<file path="config.mk">
export PLATFORM = sky130hd
export DESIGN_NAME = bmp24_to_rgb565_display_writer_flat
export DESIGN_NICKNAME = d
export VERILOG_FILES = /design/src/design/bmpw_pkg.sv /design/src/design/bmpw_stream_if.sv /design/src/design/bmpw_parser.sv /design/src/design/bmpw_job_fifo.sv /design/src/design/bmpw_emitter.sv /design/src/design/bmp24_to_rgb565_display_writer.sv /design/src/flat_wrapper.sv
export SDC_FILE = /design/constraint.sdc
export NUM_CORES = 1
export LEC_CHECK = 0
export BUFFER_PORTS_ARGS = -buffer_cell sky130_fd_sc_hd__buf_2
export CELL_PAD_IN_SITES_DETAIL_PLACEMENT = 1
export CELL_PAD_IN_SITES_GLOBAL_PLACEMENT = 2
export CORE_MARGIN = 5
export CORE_UTILIZATION = 43
export DETAILED_ROUTE_END_ITERATION = 8
export PLACE_DENSITY = 0.92
export SYNTH_ARGS = -nofsm -noshare
export SYNTH_HDL_FRONTEND = slang
export SYNTH_SLANG_ARGS = --single-unit
export TNS_END_PERCENT = 100
</file>
<file path="constraint.sdc">
create_clock -name clk -period 6.5 [get_ports clk]
set_input_delay 0.975 -clock clk [delete_from_list [all_inputs] [get_ports clk]]
set_output_delay 0.975 -clock clk [all_outputs]
set_load 0.03 [all_outputs]
</file>
<file path="src/design/bmpw_pkg.sv">
// Package for the BMP to RGB565 display writer: constants, types and codes.
// No dependencies.
`default_nettype none
package bmpw_pkg;
    localparam int PanelWidthDefault  = 176;
    localparam int PanelHeightDefault = 220;
    localparam logic [7:0] CmdColWin = 8'h23;
    localparam logic [7:0] CmdRowWin = 8'h24;
    localparam logic [7:0] CmdColAdr = 8'h21;
    localparam logic [7:0] CmdRowAdr = 8'h22;
    localparam logic [10:0] MaxWidth = 11'd1280;
    localparam logic [5:0] HeaderLen = 6'd34;

    typedef enum logic [1:0] {
        KIND_CMD  = 2'd0,
        KIND_DATA = 2'd1,
        KIND_DONE = 2'd2,
        KIND_REJ  = 2'd3
    } kind_t;

    typedef enum logic [1:0] {
        REG_FLIP = 2'd0,
        REG_COL  = 2'd1,
        REG_ROW  = 2'd2
    } reg_idx_t;

    typedef enum logic [2:0] {
        PH_IDLE, PH_HEADER, PH_GAP, PH_SKIP, PH_DRAW, PH_DONE
    } phase_t;

    // Job handed from the parser to the emitter for one byte.
    typedef struct packed {
        logic        window;  // emit the seven window writes first
        logic [7:0]  cs;
        logic [7:0]  ce;
        logic [7:0]  row;
        logic        pixel;   // emit one pixel word
        logic [15:0] pix;
        logic        done;    // emit image finished
        logic        rej;     // emit file rejected
    } job_t;
endpackage
`default_nettype wire

</file>
<file path="src/design/bmpw_stream_if.sv">
// Valid/ready channel interface with a generic payload.
// No dependencies.
`default_nettype none
interface bmpw_stream_if #(parameter int W = 8);
    logic         valid;
    logic         ready;
    logic [W-1:0] data;
    modport source (output valid, output data, input ready);
    modport sink   (input valid, input data, output ready);
endinterface
`default_nettype wire

</file>
<file path="src/design/bmpw_parser.sv">
// Front end: parses the BMP byte stream and turns each byte into an emit job.
// Depends on bmpw_pkg.
`default_nettype none
module bmpw_parser #(
    parameter int PANEL_WIDTH  = bmpw_pkg::PanelWidthDefault,
    parameter int PANEL_HEIGHT = bmpw_pkg::PanelHeightDefault
) (
    input  wire logic             clk,
    input  wire logic             rst_n,
    input  wire logic             in_fire,
    input  wire logic [7:0]       data_byte,
    input  wire logic             first_byte,
    input  wire logic             flip_vertical,
    input  wire logic [7:0]       column_offset,
    input  wire logic [7:0]       row_offset,
    output bmpw_pkg::job_t        job,
    output logic                  job_any
);
    import bmpw_pkg::*;

    localparam logic [31:0] PW = 32'(PANEL_WIDTH);
    localparam logic [31:0] PH = 32'(PANEL_HEIGHT);

    phase_t      phase_reg, phase_next;
    logic [31:0] pos_reg, pos_next;
    logic [31:0] poff_reg, poff_next;
    logic [31:0] wid_reg, wid_next;
    logic [31:0] hgt_reg, hgt_next;
    logic        ok_reg, ok_next;
    logic [31:0] skip_reg, skip_next;
    logic [11:0] bir_reg, bir_next;
    logic [7:0]  row_reg, row_next;
    logic [1:0]  cph_reg, cph_next;
    logic [15:0] part_reg, part_next;
    logic [7:0]  x0_reg, x0_next, x1_reg, x1_next, y0_reg, y0_next, y1_reg, y1_next;
    // Derived per-image row sizes, registered at header end.
    logic [11:0] rowb_reg, rowb_next;
    logic [11:0] vis3_reg, vis3_next;

    phase_t      ph;
    logic [31:0] pos;
    logic [31:0] pos1;
    logic [1:0]  bsel;
    logic [11:0] bir1;
    logic        bad;
    logic [15:0] pix;
    logic [31:0] half_w, half_h;
    logic [10:0] w11;
    logic [12:0] rb13;

    // Next-state logic for the parser.
    always_comb
    begin
        phase_next = phase_reg;
        pos_next = pos_reg;  poff_next = poff_reg;
        wid_next = wid_reg;  hgt_next = hgt_reg;  ok_next = ok_reg;
        skip_next = skip_reg; bir_next = bir_reg; row_next = row_reg;
        cph_next = cph_reg;  part_next = part_reg;
        x0_next = x0_reg; x1_next = x1_reg; y0_next = y0_reg; y1_next = y1_reg;
        rowb_next = rowb_reg; vis3_next = vis3_reg;
        job = '0;
        ph = phase_reg;
        pos = pos_reg;
        pos1 = '0;
        bsel = '0;
        pix = '0;
        bad = 1'b0;
        half_w = (PW - wid_reg) >> 1;
        half_h = (PH - hgt_reg) >> 1;
        w11 = wid_reg[10:0];
        rb13 = 13'((({2'b0, w11} * 13'd3) + 13'd3) & ~13'd3);
        bir1 = bir_reg + 12'd1;
        job.cs = column_offset + x0_reg;
        job.ce = column_offset + x1_reg;
        job.row = flip_vertical ? (row_offset - row_reg) : (row_offset + row_reg);
        if (in_fire) begin
            if (first_byte) begin
                pos = '0;
                ph = PH_HEADER;
                poff_next = '0; wid_next = '0; hgt_next = '0; ok_next = 1'b1;
                phase_next = PH_HEADER;
            end
            pos1 = pos + 32'd1;
            // Byte lane of a little-endian header field; every field starts at 2 mod 4.
            bsel = pos[1:0] - 2'd2;
            unique case (ph)
                PH_HEADER:
                begin
                    pos_next = pos1;
                    case (pos[5:0])
                        6'd10, 6'd11, 6'd12, 6'd13:
                            poff_next[8*bsel +: 8] = data_byte;
                        6'd18, 6'd19, 6'd20, 6'd21:
                            wid_next[8*bsel +: 8] = data_byte;
                        6'd22, 6'd23, 6'd24, 6'd25:
                            hgt_next[8*bsel +: 8] = data_byte;
                        6'd26: if (data_byte != 8'd1) ok_next = 1'b0;
                        6'd28: if (data_byte != 8'd24) ok_next = 1'b0;
                        6'd27, 6'd29, 6'd30, 6'd31, 6'd32, 6'd33:
                            if (data_byte != 8'd0) ok_next = 1'b0;
                        default: ;
                    endcase
                    if (pos1 == 32'(HeaderLen)) begin
                        bad = !ok_next || wid_reg == 0 || wid_reg > 32'(MaxWidth)
                              || hgt_reg == 0 || poff_reg < 32'(HeaderLen);
                        if (bad) begin
                            job.rej = 1'b1;
                            phase_next = PH_IDLE;
                        end else begin
                            rowb_next = rb13[11:0];
                            if (wid_reg > PW) begin
                                x0_next = 8'd0; x1_next = 8'(PW - 1);
                                vis3_next = 12'(PW * 3);
                            end else begin
                                x0_next = 8'(half_w);
                                x1_next = 8'(half_w + wid_reg - 1);
                                vis3_next = 12'(wid_reg * 3);
                            end
                            if (hgt_reg > PH) begin
                                y0_next = 8'd0; y1_next = 8'(PH - 1);
                                skip_next = hgt_reg - PH;
                            end else begin
                                y0_next = 8'(half_h);
                                y1_next = 8'(half_h + hgt_reg - 1);
                                skip_next = '0;
                            end
                            if (poff_reg == 32'(HeaderLen)) begin
                                bir_next = '0; cph_next = '0; part_next = '0;
                                row_next = y1_next;
                                phase_next = (skip_next != 0) ? PH_SKIP : PH_DRAW;
                            end else begin
                                phase_next = PH_GAP;
                            end
                        end
                    end
                end
                PH_GAP:
                begin
                    pos_next = pos1;
                    if (pos1 == poff_reg) begin
                        bir_next = '0; cph_next = '0; part_next = '0;
                        row_next = y1_reg;
                        phase_next = (skip_reg != 0) ? PH_SKIP : PH_DRAW;
                    end
                end
                PH_SKIP:
                begin
                    bir_next = bir1;
                    if (bir1 >= rowb_reg) begin
                        bir_next = '0;
                        skip_next = skip_reg - 32'd1;
                        if (skip_reg == 32'd1) phase_next = PH_DRAW;
                    end
                end
                PH_DRAW:
                begin
                    job.window = (bir_reg == 12'd0);
                    if (bir_reg < vis3_reg) begin
                        case (cph_reg)
                            2'd0:
                            begin
                                part_next = {11'd0, data_byte[7:3]};
                                cph_next = 2'd1;
                            end
                            2'd1:
                            begin
                                part_next = part_reg | {5'd0, data_byte[7:2], 5'd0};
                                cph_next = 2'd2;
                            end
                            default:
                            begin
                                pix = part_reg | {data_byte[7:3], 11'd0};
                                part_next = pix;
                                cph_next = 2'd0;
                                job.pixel = 1'b1;
                                job.pix = pix;
                                if (bir1 == vis3_reg && row_reg == y0_reg)
                                    job.done = 1'b1;
                            end
                        endcase
                    end
                    bir_next = bir1;
                    if (job.done) begin
                        phase_next = PH_DONE;
                    end else if (bir1 >= rowb_reg) begin
                        bir_next = '0;
                        cph_next = '0;
                        row_next = row_reg - 8'd1;
                    end
                end
                default: ;
            endcase
        end
        job_any = in_fire && (job.window || job.pixel || job.done || job.rej);
    end

    // Parser state registers.
    always_ff @(posedge clk or negedge rst_n)
    begin
        if (!rst_n) begin
            phase_reg <= PH_IDLE;
            pos_reg <= '0; poff_reg <= '0; wid_reg <= '0; hgt_reg <= '0;
            ok_reg <= 1'b0; skip_reg <= '0; bir_reg <= '0; row_reg <= '0;
            cph_reg <= '0; part_reg <= '0;
            x0_reg <= '0; x1_reg <= '0; y0_reg <= '0; y1_reg <= '0;
            rowb_reg <= '0; vis3_reg <= '0;
        end else begin
            phase_reg <= phase_next;
            pos_reg <= pos_next; poff_reg <= poff_next;
            wid_reg <= wid_next; hgt_reg <= hgt_next; ok_reg <= ok_next;
            skip_reg <= skip_next; bir_reg <= bir_next; row_reg <= row_next;
            cph_reg <= cph_next; part_reg <= part_next;
            x0_reg <= x0_next; x1_reg <= x1_next; y0_reg <= y0_next; y1_reg <= y1_next;
            rowb_reg <= rowb_next; vis3_reg <= vis3_next;
        end
    end
endmodule
`default_nettype wire

</file>
<file path="src/design/bmpw_job_fifo.sv">
// Short queue of emit jobs between the parser and the emitter.
// Depends on bmpw_pkg.
`default_nettype none
module bmpw_job_fifo (
    input  wire logic           clk,
    input  wire logic           rst_n,
    input  wire logic           push,
    input  bmpw_pkg::job_t      push_job,
    input  wire logic           pop,
    output bmpw_pkg::job_t      head,
    output logic                not_empty,
    output logic                has_room
);
    import bmpw_pkg::*;

    job_t        mem_reg [4];
    logic [1:0]  wr_reg, rd_reg;
    logic [2:0]  cnt_reg;

    assign head = mem_reg[rd_reg];
    assign not_empty = cnt_reg != 3'd0;
    // Room while fewer than four jobs are held.
    assign has_room = cnt_reg != 3'd4;

    // Storage write.
    always_ff @(posedge clk)
    begin
        if (push) mem_reg[wr_reg] <= push_job;
    end

    // Pointers and count.
    always_ff @(posedge clk or negedge rst_n)
    begin
        if (!rst_n) begin
            wr_reg <= '0; rd_reg <= '0; cnt_reg <= '0;
        end else begin
            if (push) wr_reg <= wr_reg + 2'd1;
            if (pop) rd_reg <= rd_reg + 2'd1;
            cnt_reg <= cnt_reg + 3'(push) - 3'(pop);
        end
    end
endmodule
`default_nettype wire

</file>
<file path="src/design/bmpw_emitter.sv">
// Back end: expands one job into its sequence of result transactions.
// Depends on bmpw_pkg and bmpw_stream_if.
`default_nettype none
module bmpw_emitter (
    input  wire logic           clk,
    input  wire logic           rst_n,
    input  bmpw_pkg::job_t      job,
    input  wire logic           job_valid,
    output logic                job_pop,
    bmpw_stream_if.source       res
);
    import bmpw_pkg::*;

    // Step through the job: 0..6 window writes, 7 pixel, 8 done/reject.
    logic [3:0]  step_reg, step_next;
    logic [3:0]  start, stop;
    logic [3:0]  s;
    kind_t       kind;
    logic [15:0] word;
    logic        fire;

    always_comb
    begin
        start = job.window ? 4'd0 : (job.pixel ? 4'd7 : 4'd8);
        stop  = (job.done || job.rej) ? 4'd8 : (job.pixel ? 4'd7 : 4'd6);
        s = (step_reg == 4'd0) ? start : step_reg;
        kind = KIND_CMD;
        word = '0;
        case (s)
            4'd0: word = {8'd0, CmdColWin};
            4'd1: begin kind = KIND_DATA; word = {job.ce, job.cs}; end
            4'd2: word = {8'd0, CmdRowWin};
            4'd3: begin kind = KIND_DATA; word = {job.row, job.row}; end
            4'd4: word = {8'd0, CmdColAdr};
            4'd5: begin kind = KIND_DATA; word = {job.row, job.cs}; end
            4'd6: word = {8'd0, CmdRowAdr};
            4'd7: begin kind = KIND_DATA; word = job.pix; end
            default: kind = job.rej ? KIND_REJ : KIND_DONE;
        endcase
        res.valid = job_valid;
        res.data = {kind, word, s == stop};
        fire = job_valid && res.ready;
        job_pop = fire && (s == stop);
        step_next = step_reg;
        if (fire) begin
            step_next = (s == stop) ? 4'd0 :
                        ((s == 4'd6 && !job.pixel) ? 4'd8 : s + 4'd1);
        end
    end

    always_ff @(posedge clk or negedge rst_n)
    begin
        if (!rst_n) step_reg <= '0;
        else step_reg <= step_next;
    end
endmodule
`default_nettype wire

</file>
<file path="src/design/bmp24_to_rgb565_display_writer.sv">
// Top level of the 24-bit BMP to RGB565 display writer.
// Depends on bmpw_pkg, bmpw_stream_if, bmpw_parser, bmpw_job_fifo, bmpw_emitter.
//
// Takes one file byte per cycle (in.data = {data_byte, first_byte}) and emits
// results as out.data = {kind, word, last}. The parser handles one byte per
// cycle and queues at most one job per byte into a four-entry queue; the emitter
// drains one result per cycle. The first byte of each drawn row yields seven
// results (the window writes), the third byte of each visible pixel yields its
// pixel word, the final pixel of the image adds the finished marker, and the
// last header byte of a rejected file yields one reject result; every other
// byte yields nothing. Input is accepted whenever the queue has room, so bytes
// flow at one per cycle and the input only stalls when the output side holds
// off or row starts arrive faster than their seven results drain.
`default_nettype none
module bmp24_to_rgb565_display_writer #(
    parameter int PANEL_WIDTH  = bmpw_pkg::PanelWidthDefault,
    parameter int PANEL_HEIGHT = bmpw_pkg::PanelHeightDefault
) (
    input  wire logic       clk,
    input  wire logic       rst_n,
    bmpw_stream_if.sink     in,
    bmpw_stream_if.source   out,
    input  wire logic       cfg_we,
    input  wire logic [1:0] cfg_index,
    input  wire logic [7:0] cfg_data
);
    import bmpw_pkg::*;

    logic       flip_reg;
    logic [7:0] col_reg, row_reg;
    job_t       pjob, head;
    logic       pany, not_empty, has_room, pop, in_fire;

    assign in.ready = has_room;
    assign in_fire = in.valid && in.ready;

    // Configuration registers.
    always_ff @(posedge clk or negedge rst_n)
    begin
        if (!rst_n) begin
            flip_reg <= 1'b0; col_reg <= '0; row_reg <= '0;
        end else if (cfg_we) begin
            unique case (reg_idx_t'(cfg_index))
                REG_FLIP: flip_reg <= cfg_data[0];
                REG_COL:  col_reg <= cfg_data;
                REG_ROW:  row_reg <= cfg_data;
                default: ;
            endcase
        end
    end

    bmpw_parser #(.PANEL_WIDTH(PANEL_WIDTH), .PANEL_HEIGHT(PANEL_HEIGHT)) u_parser (
        .clk(clk), .rst_n(rst_n), .in_fire(in_fire),
        .data_byte(in.data[8:1]), .first_byte(in.data[0]),
        .flip_vertical(flip_reg), .column_offset(col_reg), .row_offset(row_reg),
        .job(pjob), .job_any(pany)
    );

    bmpw_job_fifo u_fifo (
        .clk(clk), .rst_n(rst_n), .push(pany), .push_job(pjob),
        .pop(pop), .head(head), .not_empty(not_empty), .has_room(has_room)
    );

    bmpw_emitter u_emit (
        .clk(clk), .rst_n(rst_n), .job(head), .job_valid(not_empty),
        .job_pop(pop), .res(out)
    );

    // Jobs are never pushed without an accepted byte.
    a_push_fire: assert property (@(posedge clk) disable iff (!rst_n)
        pany |-> in_fire) else $error("job pushed without input");
    // A result is offered only when a job is queued.
    a_out_job: assert property (@(posedge clk) disable iff (!rst_n)
        out.valid |-> not_empty) else $error("result without job");
    // A pop happens only on a completed last result.
    a_pop_last: assert property (@(posedge clk) disable iff (!rst_n)
        pop |-> (out.valid && out.ready && out.data[0])) else $error("bad pop");
endmodule
`default_nettype wire

</file>
<file path="src/flat_wrapper.sv">
// flat-port wrapper written by rule: the top's interface ports become plain ports
module bmp24_to_rgb565_display_writer_flat import bmpw_pkg::*;
#(
    parameter int PANEL_WIDTH  = bmpw_pkg::PanelWidthDefault,
    parameter int PANEL_HEIGHT = bmpw_pkg::PanelHeightDefault
)
  (clk, rst_n, cfg_we, cfg_index, cfg_data, in_valid, in_data, in_ready, out_valid, out_data, out_ready);
  bmpw_stream_if #(.W(9)) in_i ();
  bmpw_stream_if #(.W(19)) out_i ();
  input  wire logic clk;
  input  wire logic rst_n;
  input  wire logic cfg_we;
  input  wire logic [1:0] cfg_index;
  input  wire logic [7:0] cfg_data;
  input wire logic [$bits(in_i.valid)-1:0] in_valid;
  input wire logic [$bits(in_i.data)-1:0] in_data;
  output wire logic [$bits(in_i.ready)-1:0] in_ready;
  output wire logic [$bits(out_i.valid)-1:0] out_valid;
  output wire logic [$bits(out_i.data)-1:0] out_data;
  input wire logic [$bits(out_i.ready)-1:0] out_ready;
  assign in_i.valid = in_valid;
  assign in_i.data = in_data;
  assign in_ready = in_i.ready;
  assign out_valid = out_i.valid;
  assign out_data = out_i.data;
  assign out_i.ready = out_ready;
  bmp24_to_rgb565_display_writer #(.PANEL_WIDTH(PANEL_WIDTH), .PANEL_HEIGHT(PANEL_HEIGHT)) u_core (.clk(clk), .rst_n(rst_n), .in(in_i), .out(out_i), .cfg_we(cfg_we), .cfg_index(cfg_index), .cfg_data(cfg_data));
endmodule
</file>
# Word level (Yosys, flattened, before mapping)
# Memory sizes are Yosys's and may differ from the RTL's.
# Index checks and enable logic that the tools add are counted.
[word_totals]
inputBits = 24
mem_bits_rw = 176
memories = 1
ff_bits = 284
[mem_list]
columns = ["memory", "words", "word_bits", "rd", "rd_clocked_by_memory_dff", "wr", "line", "rtl"]
rows = [
  ["u_core.u_fifo.mem_reg", 4, 44, 1, 0, 1, "bmpw_job_fifo.sv:16", "job_t mem_reg [4];"],
]
[op_classes]
n_lt_le_gt_ge = 6
multipliers = 2
n_addsub = 23
shifts = 2
n_bitwise = 3
n_reduce_logical = 48
n_eq_ne = 52
mux = 106
[op_table]
columns = ["op", "n"]
rows = [
  ["$mux 32", 22],
  ["$pmux 16 s8", 1],
  ["$bwmux 32", 3],
  ["$mux 18", 5],
  ["$mux 8", 11],
  ["$eq 6x5->1 const B", 14],
  ["$mux 12", 7],
  ["$mux 16", 5],
  ["$eq 32x6->1 const B", 2],
  ["$gt 32x8->1 const B", 2],
  ["$logic_not 32->1", 2],
  ["$pmux 32 s2", 1],
  ["$reduce_bool 32->1", 2],
  ["$pmux 12 s4", 1],
  ["$pmux 16 s3", 1],
  ["$add 8x8->8", 5],
  ["$neg 5->34", 1],
  ["$shift 8x34->32 const A", 1],
  ["$shiftx 8x34->32", 1],
  ["$mux 3", 11],
  ["$add 32x1->32 const B", 1],
  ["$eq 32x1->1 const B", 1],
  ["$eq 32x32->1", 1],
  ["$gt 32x11->1 const B", 1],
  ["other kinds (66)", 140],
]

# Logic depth before layout (Yosys ltp)
# Gate-level depths: netlist (run 1).
[logic_depth]
word_depth = 23
mapped_depth = 26
depth_no_buf = 18

# By module
# From an unflattened synthesis (run 1), not the netlist that was laid out.
[unflattened]
cells_unflattened = 2827
area_unflattened_um2 = 28408.5
[modules_own_cells]
columns = ["module", "area_per_inst_um2", "n_inst", "cells_each"]
rows = [
  ["bmpw_parser", 19994.2, 1, 2394],
  ["bmpw_job_fifo", 6802.8, 1, 265],
  ["bmpw_emitter", 935.9, 1, 130],
  ["bmp24_to_rgb565_display_writer", 675.6, 1, 38],
]

# Worst setup path before layout (run 1)
# OpenSTA, ideal clock, no wires.
[synth_path]
path_kind = "input to register"
start = "input in_data[0]"
end = "memory u_core.u_fifo.mem_reg[2][0] (netlist name) (enable)"
setup_slack_ps = 142
arrival_ps = 5952
n_path_buf = 10
path_stages = 22
setup_ps = 406
path_cell_list = "buf_4 buf_6 buf_6 buf_6 buf_6 buf_6 clkbuf_1 clkbuf_1 nor2b_1 ha_1 buf_4 and3b_1 buf_2 and2_1 nand4_1 xor2_1 nand4bb_1 or4b_1 nor4_1 nand2_1 o31ai_4 and2_1"
[synth_via]
elab_chain_len = 20
[synth_rtl]
columns = ["element", "line", "rtl"]
rows = [
  ["start, declared", "flat_wrapper.sv:16", "input wire logic [$bits(in_i.data)-1:0] in_data;"],
  ["branches (longest 16 deep; another with $add 32x1->32)", "--", ""],
  ["$logic_or 1x1->1 (*)", "bmpw_parser.sv:194", "job_any = in_fire && (job.window || job.pixel || job.done || job.rej);"],
  ["$logic_and 1x1->1 (*)", "bmpw_parser.sv:194", ""],
  ["net u_core.pany", "bmp24_to_rgb565_display_writer.sv:32", "logic pany, not_empty, has_room, pop, in_fire;"],
  ["$mux 1 (*)", "bmpw_job_fifo.sv:28", "if (push) mem_reg[wr_reg] <= push_job;"],
  ["$mux 1 (not written as such) (*)", "bmpw_job_fifo.sv:28", ""],
  ["end, declared", "bmpw_job_fifo.sv:16", ""],
]
# Mark *: on every way through the listed nets, which the timed path passes. The select of a mux whose other input is x is not followed.

# Final worst setup path (run 1)
[layout_path]
start = "input in_data[0]"
end = "memory u_core.u_fifo.mem_reg[3][41] (netlist name) (enable)"
# The elaborated chain is that of the path after synthesis.

==> results of run 1 <==
worst max-delay path by stage:
| stage | to | depth (start not counted) | start | slack, ns |
|---|---|---|---|---|
| after floorplan | u_core.u_fifo.mem_reg[2][0]$_DFFE_PP_ | 22 | in_data[0] | 0.14 |
| after global placement | u_core.u_fifo.mem_reg[3][30]$_DFFE_PP_ | 16 | in_data[0] | 0.80 |
| after detailed placement | u_core.u_fifo.mem_reg[3][34]$_DFFE_PP_ | 17 | in_data[0] | 0.48 |
| after CTS | u_core.u_fifo.mem_reg[3][26]$_DFFE_PP_ | 15 | u_core.u_parser.pos_reg[0]$_DFFE_PN0P_ | 1.11 |
| after global routing | u_core.u_fifo.mem_reg[3][9]$_DFFE_PP_ | 15 | u_core.u_parser.pos_reg[0]$_DFFE_PN0P_ | 0.65 |
| final | u_core.u_fifo.mem_reg[3][41]$_DFFE_PP_ | 17 | in_data[0] | 1.05 |
Yosys cell counts, drive strengths merged (43+ instances only):
| cell type | number | share of area, % |
|---|---|---|
| nor2 | 152 | 2.1 |
| xnor2 | 111 | 3.6 |
| nand3 | 70 | 1.3 |
| nor4 | 48 | 1.2 |
| ha | 124 | 5.8 |
| o21ai | 218 | 4.0 |
| a21oi | 114 | 2.2 |
| inv | 140 | 1.9 |
| edfxtp | 176 | 20 |
| nor3 | 66 | 1.3 |
| xor2 | 63 | 2.0 |
| nand2 | 261 | 3.7 |
| dfrtp | 283 | 26 |
| mux4 | 43 | 3.6 |
| a22o | 64 | 2.1 |
| clkbuf | 92 | 1.3 |
cell type report:
type / count / share of cell area [%]
multi-input combinational: 1880 / 45.6
sequential: 459 / 41.7
clock buffer: 65 / 4.62
tap: 837 / 3.53
inverter: 140 / 1.77
timing repair buffer: 68 / 1.51
clock inverter: 30 / 1.29
antenna: 1 / 0.00844
routing by layer:
metal	wire length, um	vias up	track usage (%)
li1	-	9522	-
met1	35800	10900	32.2
met2	41600	574	42.1
met3	3820	164	3.13
met4	3030	2	8.06
met5	13	-	0
stage by stage:
stage,hold WS [ns],cell area [um^2],instances
3_3_place_gp,0.464,27900,3384
4_1_cts,0.491,29600,3479
6_report,0.492,29700,3480
3_5_place_dp,0.477,27900,3384
2_1_floorplan,0.450,27000,2612
5_1_grt,0.516,29700,3480
cell families (layout without fill, tap and decap cells):
logic type | Yosys count | after routing | synth area share, %
simple gates | 843 | 843 | 16.0
compound gates | 625 | 625 | 15.3
flops | 459 | 459 | 45.8
buf+inv | 273 | 303 | 4.26
xor+xnor | 177 | 177 | 5.90
fa+ha+maj | 139 | 139 | 6.86
mux | 96 | 96 | 5.83
other cells | 0 | 1 | 0
cells in the final DEF, fill, tap and decap left out, types with 22 or more instances in the layout:
cell type,netlist,final
a22o_1,64,64
nor4_1,46,46
nor2b_1,28,28
edfxtp_1,176,176
nand4_1,34,34
nor3_1,64,63
clkbuf_16,0,51
mux4_2,43,43
a21o_1,29,29
nand2_1,258,258
nor2_1,151,151
buf_2,12,43
o21ai_0,211,211
ha_1,124,124
dfrtp_1,283,281
and2_1,26,22
a21oi_1,112,112
xnor2_1,111,111
nand2b_1,25,25
or3_1,23,23
xor2_1,63,63
nand3_1,70,70
inv_1,140,140
mux2_2,28,28
power by group:
part,switching (mW),internal [mW]
Sequential,0.104,3.10
Combinational,1.15,0.573
Clock,1.29,1.75
==> impl_metrics.tcl, run 1 <==
set metrics [dict create \
    rrSetupSlack_ns 1.06 \
    cp_top_family "simple AND/OR/NAND/NOR gates" \
    synthArstFlopShare_pct 61.7 \
    power_mw 7.96 \
    r2r_end "u_core.u_fifo.mem_reg[3][41]$_DFFE_PP_" \
    synth_edf_count 176 \
    r2r_start "u_core.u_parser.pos_reg[0]$_DFFE_PN0P_" \
    cts-buffers-inserted 51 \
    vias_per_cell 6.07 \
    syn_area_per_cell_um2 10.3 \
    die-width_um 260 \
    dieArea_um2 67900 \
    skew_ns 0.0448 \
    globalRoute.totalOverflow 0 \
    grt_max_degree 113 \
    critPathBufInv 5 \
    n_fill_cell 6884 \
    rr_worst_depth 15 \
    yosys_warnings 0 \
    drc_errors 0 \
    netlist_instances 2612 \
    gp_congestion 0.911 \
    worstPathArrival_ns 5.72 \
    period_share_pct 83.8 \
    port_buffers 44 \
    outcome "complete, no violations" \
    coreArea_um2 61900 \
    routed_wl_mm 84.3 \
    multi_input_area_um2 13500 \
    grt_pass1_wl_mm 132 \
    start_util_pct 43.6 \
    cts_root_buf "clkbuf_16" \
    slowest_delay_ns 0.55 \
    ys_types 104 \
    powerDensity_nw_per_um2 269 \
    h-tree-depth 2 \
    post-route-util_pct 47.9 \
    rsz0062_at_grt "false" \
    final_antenna_net_count 0 \
    critPathLaunchType "input port" \
    timing.fmax_mhz 184 \
    clock_path_buffers 3 \
    fin_crit_ns 5.45 \
    ctsHoldBuffers 0 \
    finalMaxSlewViolations 0 \
    die_y_um 260 \
    hold_violations 0 \
    cts_sinks 459 \
    io_pins 45 \
    dp_hpwl_mm 60.4 \
    vias 21100 \
    path_clk_slew_ns 0.06 \
    register_area_um2 12400 \
    ys_ff_latch 459 \
    final_layout_size_suffix_gt1_share_pct 10.6 \
    num_rows 91 \
    maxCapViolations 0 \
    tightest_slew_ns 1.19 \
    cts.repair.resized 0 \
    post-place-ws_ns 0.479 \
    grt_usage_pct 24.5 \
    routed_wire_length_per_instance_um 24.2 \
    fin_tns_setup_ns 0 \
    nets 2763 \
    ir_drop_mv 0.179 \
    crit_fanout 34 \
    max-slew-margin-rel_pct 20.2 \
    dr.pass1.iters 5 \
    synth_area_um2 27000 \
    post-cts-setup-buffers 0 \
    slowest_stage "or4b_1" \
    worstSkewPairLatency_ns 0.64 \
    path_class "in -> reg" \
    path_cells "buf_2 > inv_1 > nand2_1 > inv_1 > ha_1 > and3b_1 > buf_4 > and2_1 > nand4_1 > xor2_1 > nand4bb_1 > or4b_1 > nor4_1 > nand2_1 > o31ai_4 > and2_2 > buf_4" \
    grt_pass1_vias 22300 \
    hp-class "in -> async" \
    setup_ws_ns 1.05 \
    end_kind "flop" \
    setup_viol_count_final 0 \
    drt-initial-drc-count 1597 \
    leakagePower_nw 12.0 \
    required_ns 6.77 \
    synth_ff_type "dfrtp_1" \
    area_growth_syn_to_layout_pct 9.90 \
    antenna_found_initial 3 \
    largest_register_ffs 176 \
    syn-num-nets 2775 \
    tritoncts "done" \
    synth-seq-area-share_pct 45.8 \
]
Power figures use the tool's default switching activity.
==> run 2: changes to the inputs <==
Settings changed: ABC_AREA set to 1, CORE_UTILIZATION 43 to 39, PLACE_DENSITY 0.92 to 0.93.
Clock period 6.5 ns to 5.5 ns, I/O delays scaled along.
==> impl_metrics.tcl, run 2 <==
set metrics [dict create \
    routed_wire_length_per_instance_um 20.8 \
    synth_top_area_share_pct 24.8 \
    path_cells "inv_2 > nand2_1 > a32oi_1 > nor2_1 > nand2_1 > nand2_1 > nor2_1 > inv_1 > nor2_1 > nand2_1 > nand4_1 > buf_2" \
    gp_congestion 0.930 \
    layout_commonest_cell "nand2_1" \
    final_cell_mix "nand2_1 (898), inv_1 (466), nor2_1 (445)" \
    final_antenna_net_count 0 \
    post-cts-setup-buffers 0 \
    num_antenna_cells 0 \
    path_class "reg -> out" \
    synth-seq-area-share_pct 43.2 \
    tightest_slew_ns 1.31 \
    dieArea_um2 78800 \
    finalMaxSlewViolations 0 \
    synthTopCellsByArea "dfrtp_1 (25%), edfxtp_1 (18%), nand2_1 (12%)" \
    holdWs_ns 0.245 \
    end_kind "output pin" \
    yosys_warnings 0 \
    cts-buffers-inserted 52 \
    r2r_start "u_core.u_parser.bir_reg[1]$_DFFE_PN0P_" \
    synth_edf_count 176 \
    h-tree-depth 2 \
    rr_worst_depth 20 \
    nets 3929 \
    synth_most_common_cell "nand2_1" \
    fin_tns_setup_ns 0 \
    final_layout_size_suffix_gt1_share_pct 5.80 \
    drt-initial-drc-count 2114 \
    hold_violations 0 \
    ctsHoldBuffers 0 \
    slowest_stage "nor2_1" \
    worstSkewPairLatency_ns 0.64 \
    crit_fanout 30 \
    fin_crit_ns 5.08 \
    grt_usage_pct 24.7 \
    synth_area_um2 28600 \
    largest_register_ffs 176 \
    cts_root_buf "clkbuf_16" \
    globalRoute.totalOverflow 0 \
    grt_max_degree 99 \
    powerDensity_nw_per_um2 408 \
    die_y_um 281 \
    leakagePower_nw 14.6 \
    coreArea_um2 72800 \
    synth_ff_type "dfrtp_1" \
    ys_ff_latch 459 \
    max-slew-margin-rel_pct 11.7 \
    ir_drop_mv 0.358 \
    synthArstFlopShare_pct 61.7 \
    path_clk_slew_ns 0.06 \
    cts_sinks 459 \
    grt_pass1_wl_mm 156 \
    antenna_found_initial 1 \
    critPathLaunchType "flop" \
    io_pins 45 \
    cts.repair.resized 0 \
    start_util_pct 39.3 \
    area_growth_syn_to_layout_pct 10.9 \
    ys_types 56 \
    port_buffers 44 \
    clock_path_buffers 3 \
    grt_pass1_vias 27200 \
    netlist_instances 3736 \
    rsz0062_at_grt "false" \
    syn_area_per_cell_um2 7.65 \
    period_share_pct 92.4 \
    drc_errors 0 \
    vias 26200 \
    dr.pass1.iters 5 \
    routed_wl_mm 99.4 \
    timing.fmax_mhz 197 \
    yosysTopAreaCell "dfrtp_1" \
    r2r_end "u_core.u_parser.skip_reg[31]$_DFFE_PN0P_" \
    tritoncts "done" \
    rrSetupSlack_ns 1.01 \
    vias_per_cell 5.49 \
    maxCapViolations 0 \
    skew_ns 0.0296 \
    outcome "complete, no violations" \
    required_ns 4.68 \
    setup_viol_count_final 0 \
    synthTopCellsByCount "nand2_1 (899), inv_1 (471), nor2_1 (445)" \
    num_rows 99 \
    syn-num-nets 3899 \
    hp-class "in -> async" \
    worstPathArrival_ns 4.26 \
    dp_hpwl_mm 74.3 \
    slowest_delay_ns 0.65 \
    cpMostUsedCell "nand2_1" \
    die-width_um 281 \
]
## run 2: cell types whose count changed after synthesis, moves of 28 or more
cell / previous run / this run
o22ai_1: 17 / 92
mux2_2: 28 / 0
nor2b_1: 28 / 0
nand3_1: 70 / 240
a22o_1: 64 / 0
nor2_1: 151 / 445
o21ai_0: 211 / 286
nand2_1: 258 / 899
a21oi_1: 112 / 142
mux4_2: 43 / 0
inv_1: 140 / 471
nor4_1: 46 / 5
nand4_1: 34 / 88
xnor2_1: 111 / 21
## run 2: final cells by class
| type | count | area, um^2 |
|---|---|---|
| flip-flops and latches | 459 | 12400 |
| clock inverters | 27 | 310 |
| clock buffers | 71 | 1440 |
| inverters | 482 | 1810 |
| fillers | 9016 | 41100 |
| well taps | 959 | 1200 |
| multi-input cells | 2683 | 14000 |
| repair buffers | 88 | 623 |
## run 2: worst max-delay path, delay by kind of cell (launching register included)
kind | cells | cell delay (ns)
AO/OA/AOI/OAI | 1 | 0.40
flip-flops | 1 | 0.61
AND/OR/NAND/NOR | 8 | 1.69
buffers and inverters | 3 | 0.93
## run 2: power breakdown
group,internal (mW),switching [mW]
registers,4.09,0.434
logic,1.37,3.45
clock network,2.01,1.58
## run 2: worst max path at each step
stage / to / from / slack [ns]
after global routing: out_data[11] / u_core.u_fifo.rd_reg[0]$_DFFE_PN0P_ / 0.09
after global placement: u_core.u_fifo.mem_reg[3][36]$_DFFE_PP_ / in_data[0] / 0.62
final: out_data[11] / u_core.u_fifo.rd_reg[0]$_DFFE_PN0P_ / 0.42
after floorplan: u_core.u_fifo.mem_reg[0][0]$_DFFE_PP_ / in_data[0] / 0.52
after detailed placement: u_core.u_fifo.mem_reg[3][42]$_DFFE_PP_ / in_data[0] / 0.51
after CTS: out_data[11] / u_core.u_fifo.rd_reg[0]$_DFFE_PN0P_ / 0.38
## run 2: cell families (layout without fill, tap and decap cells)
family | after synthesis | in the layout | share of synthesized area, %
fa+ha+maj | 139 | 139 | 6.48
flops | 459 | 459 | 43.2
buf+inv | 594 | 668 | 7.95
compound gates | 670 | 670 | 13.3
xor+xnor | 101 | 101 | 3.14
simple gates | 1773 | 1773 | 25.9
## run 2: metal layers
layer	vias up	routed length, um	track usage (%)
met5	-	13	0
met4	2	4240	9.52
met3	217	4370	2.92
met2	656	47400	42.4
met1	12900	43400	32.2
li1	12500	-	-
## run 2: through the flow
stage                     utilization, %  power [mW]  std cells  instance area, um^2  setup slack (ns)
final                               43.6        12.9       4769                31700             0.416
after global routing                43.6        13.7       4769                31700            0.0944
after CTS                           43.6        13.0       4769                31700             0.384
after detailed placement            41.2        9.34       4671                30000             0.510
after global placement              41.2        9.21       4671                30000             0.618
after floorplan                        -        7.63       3736                28600             0.518
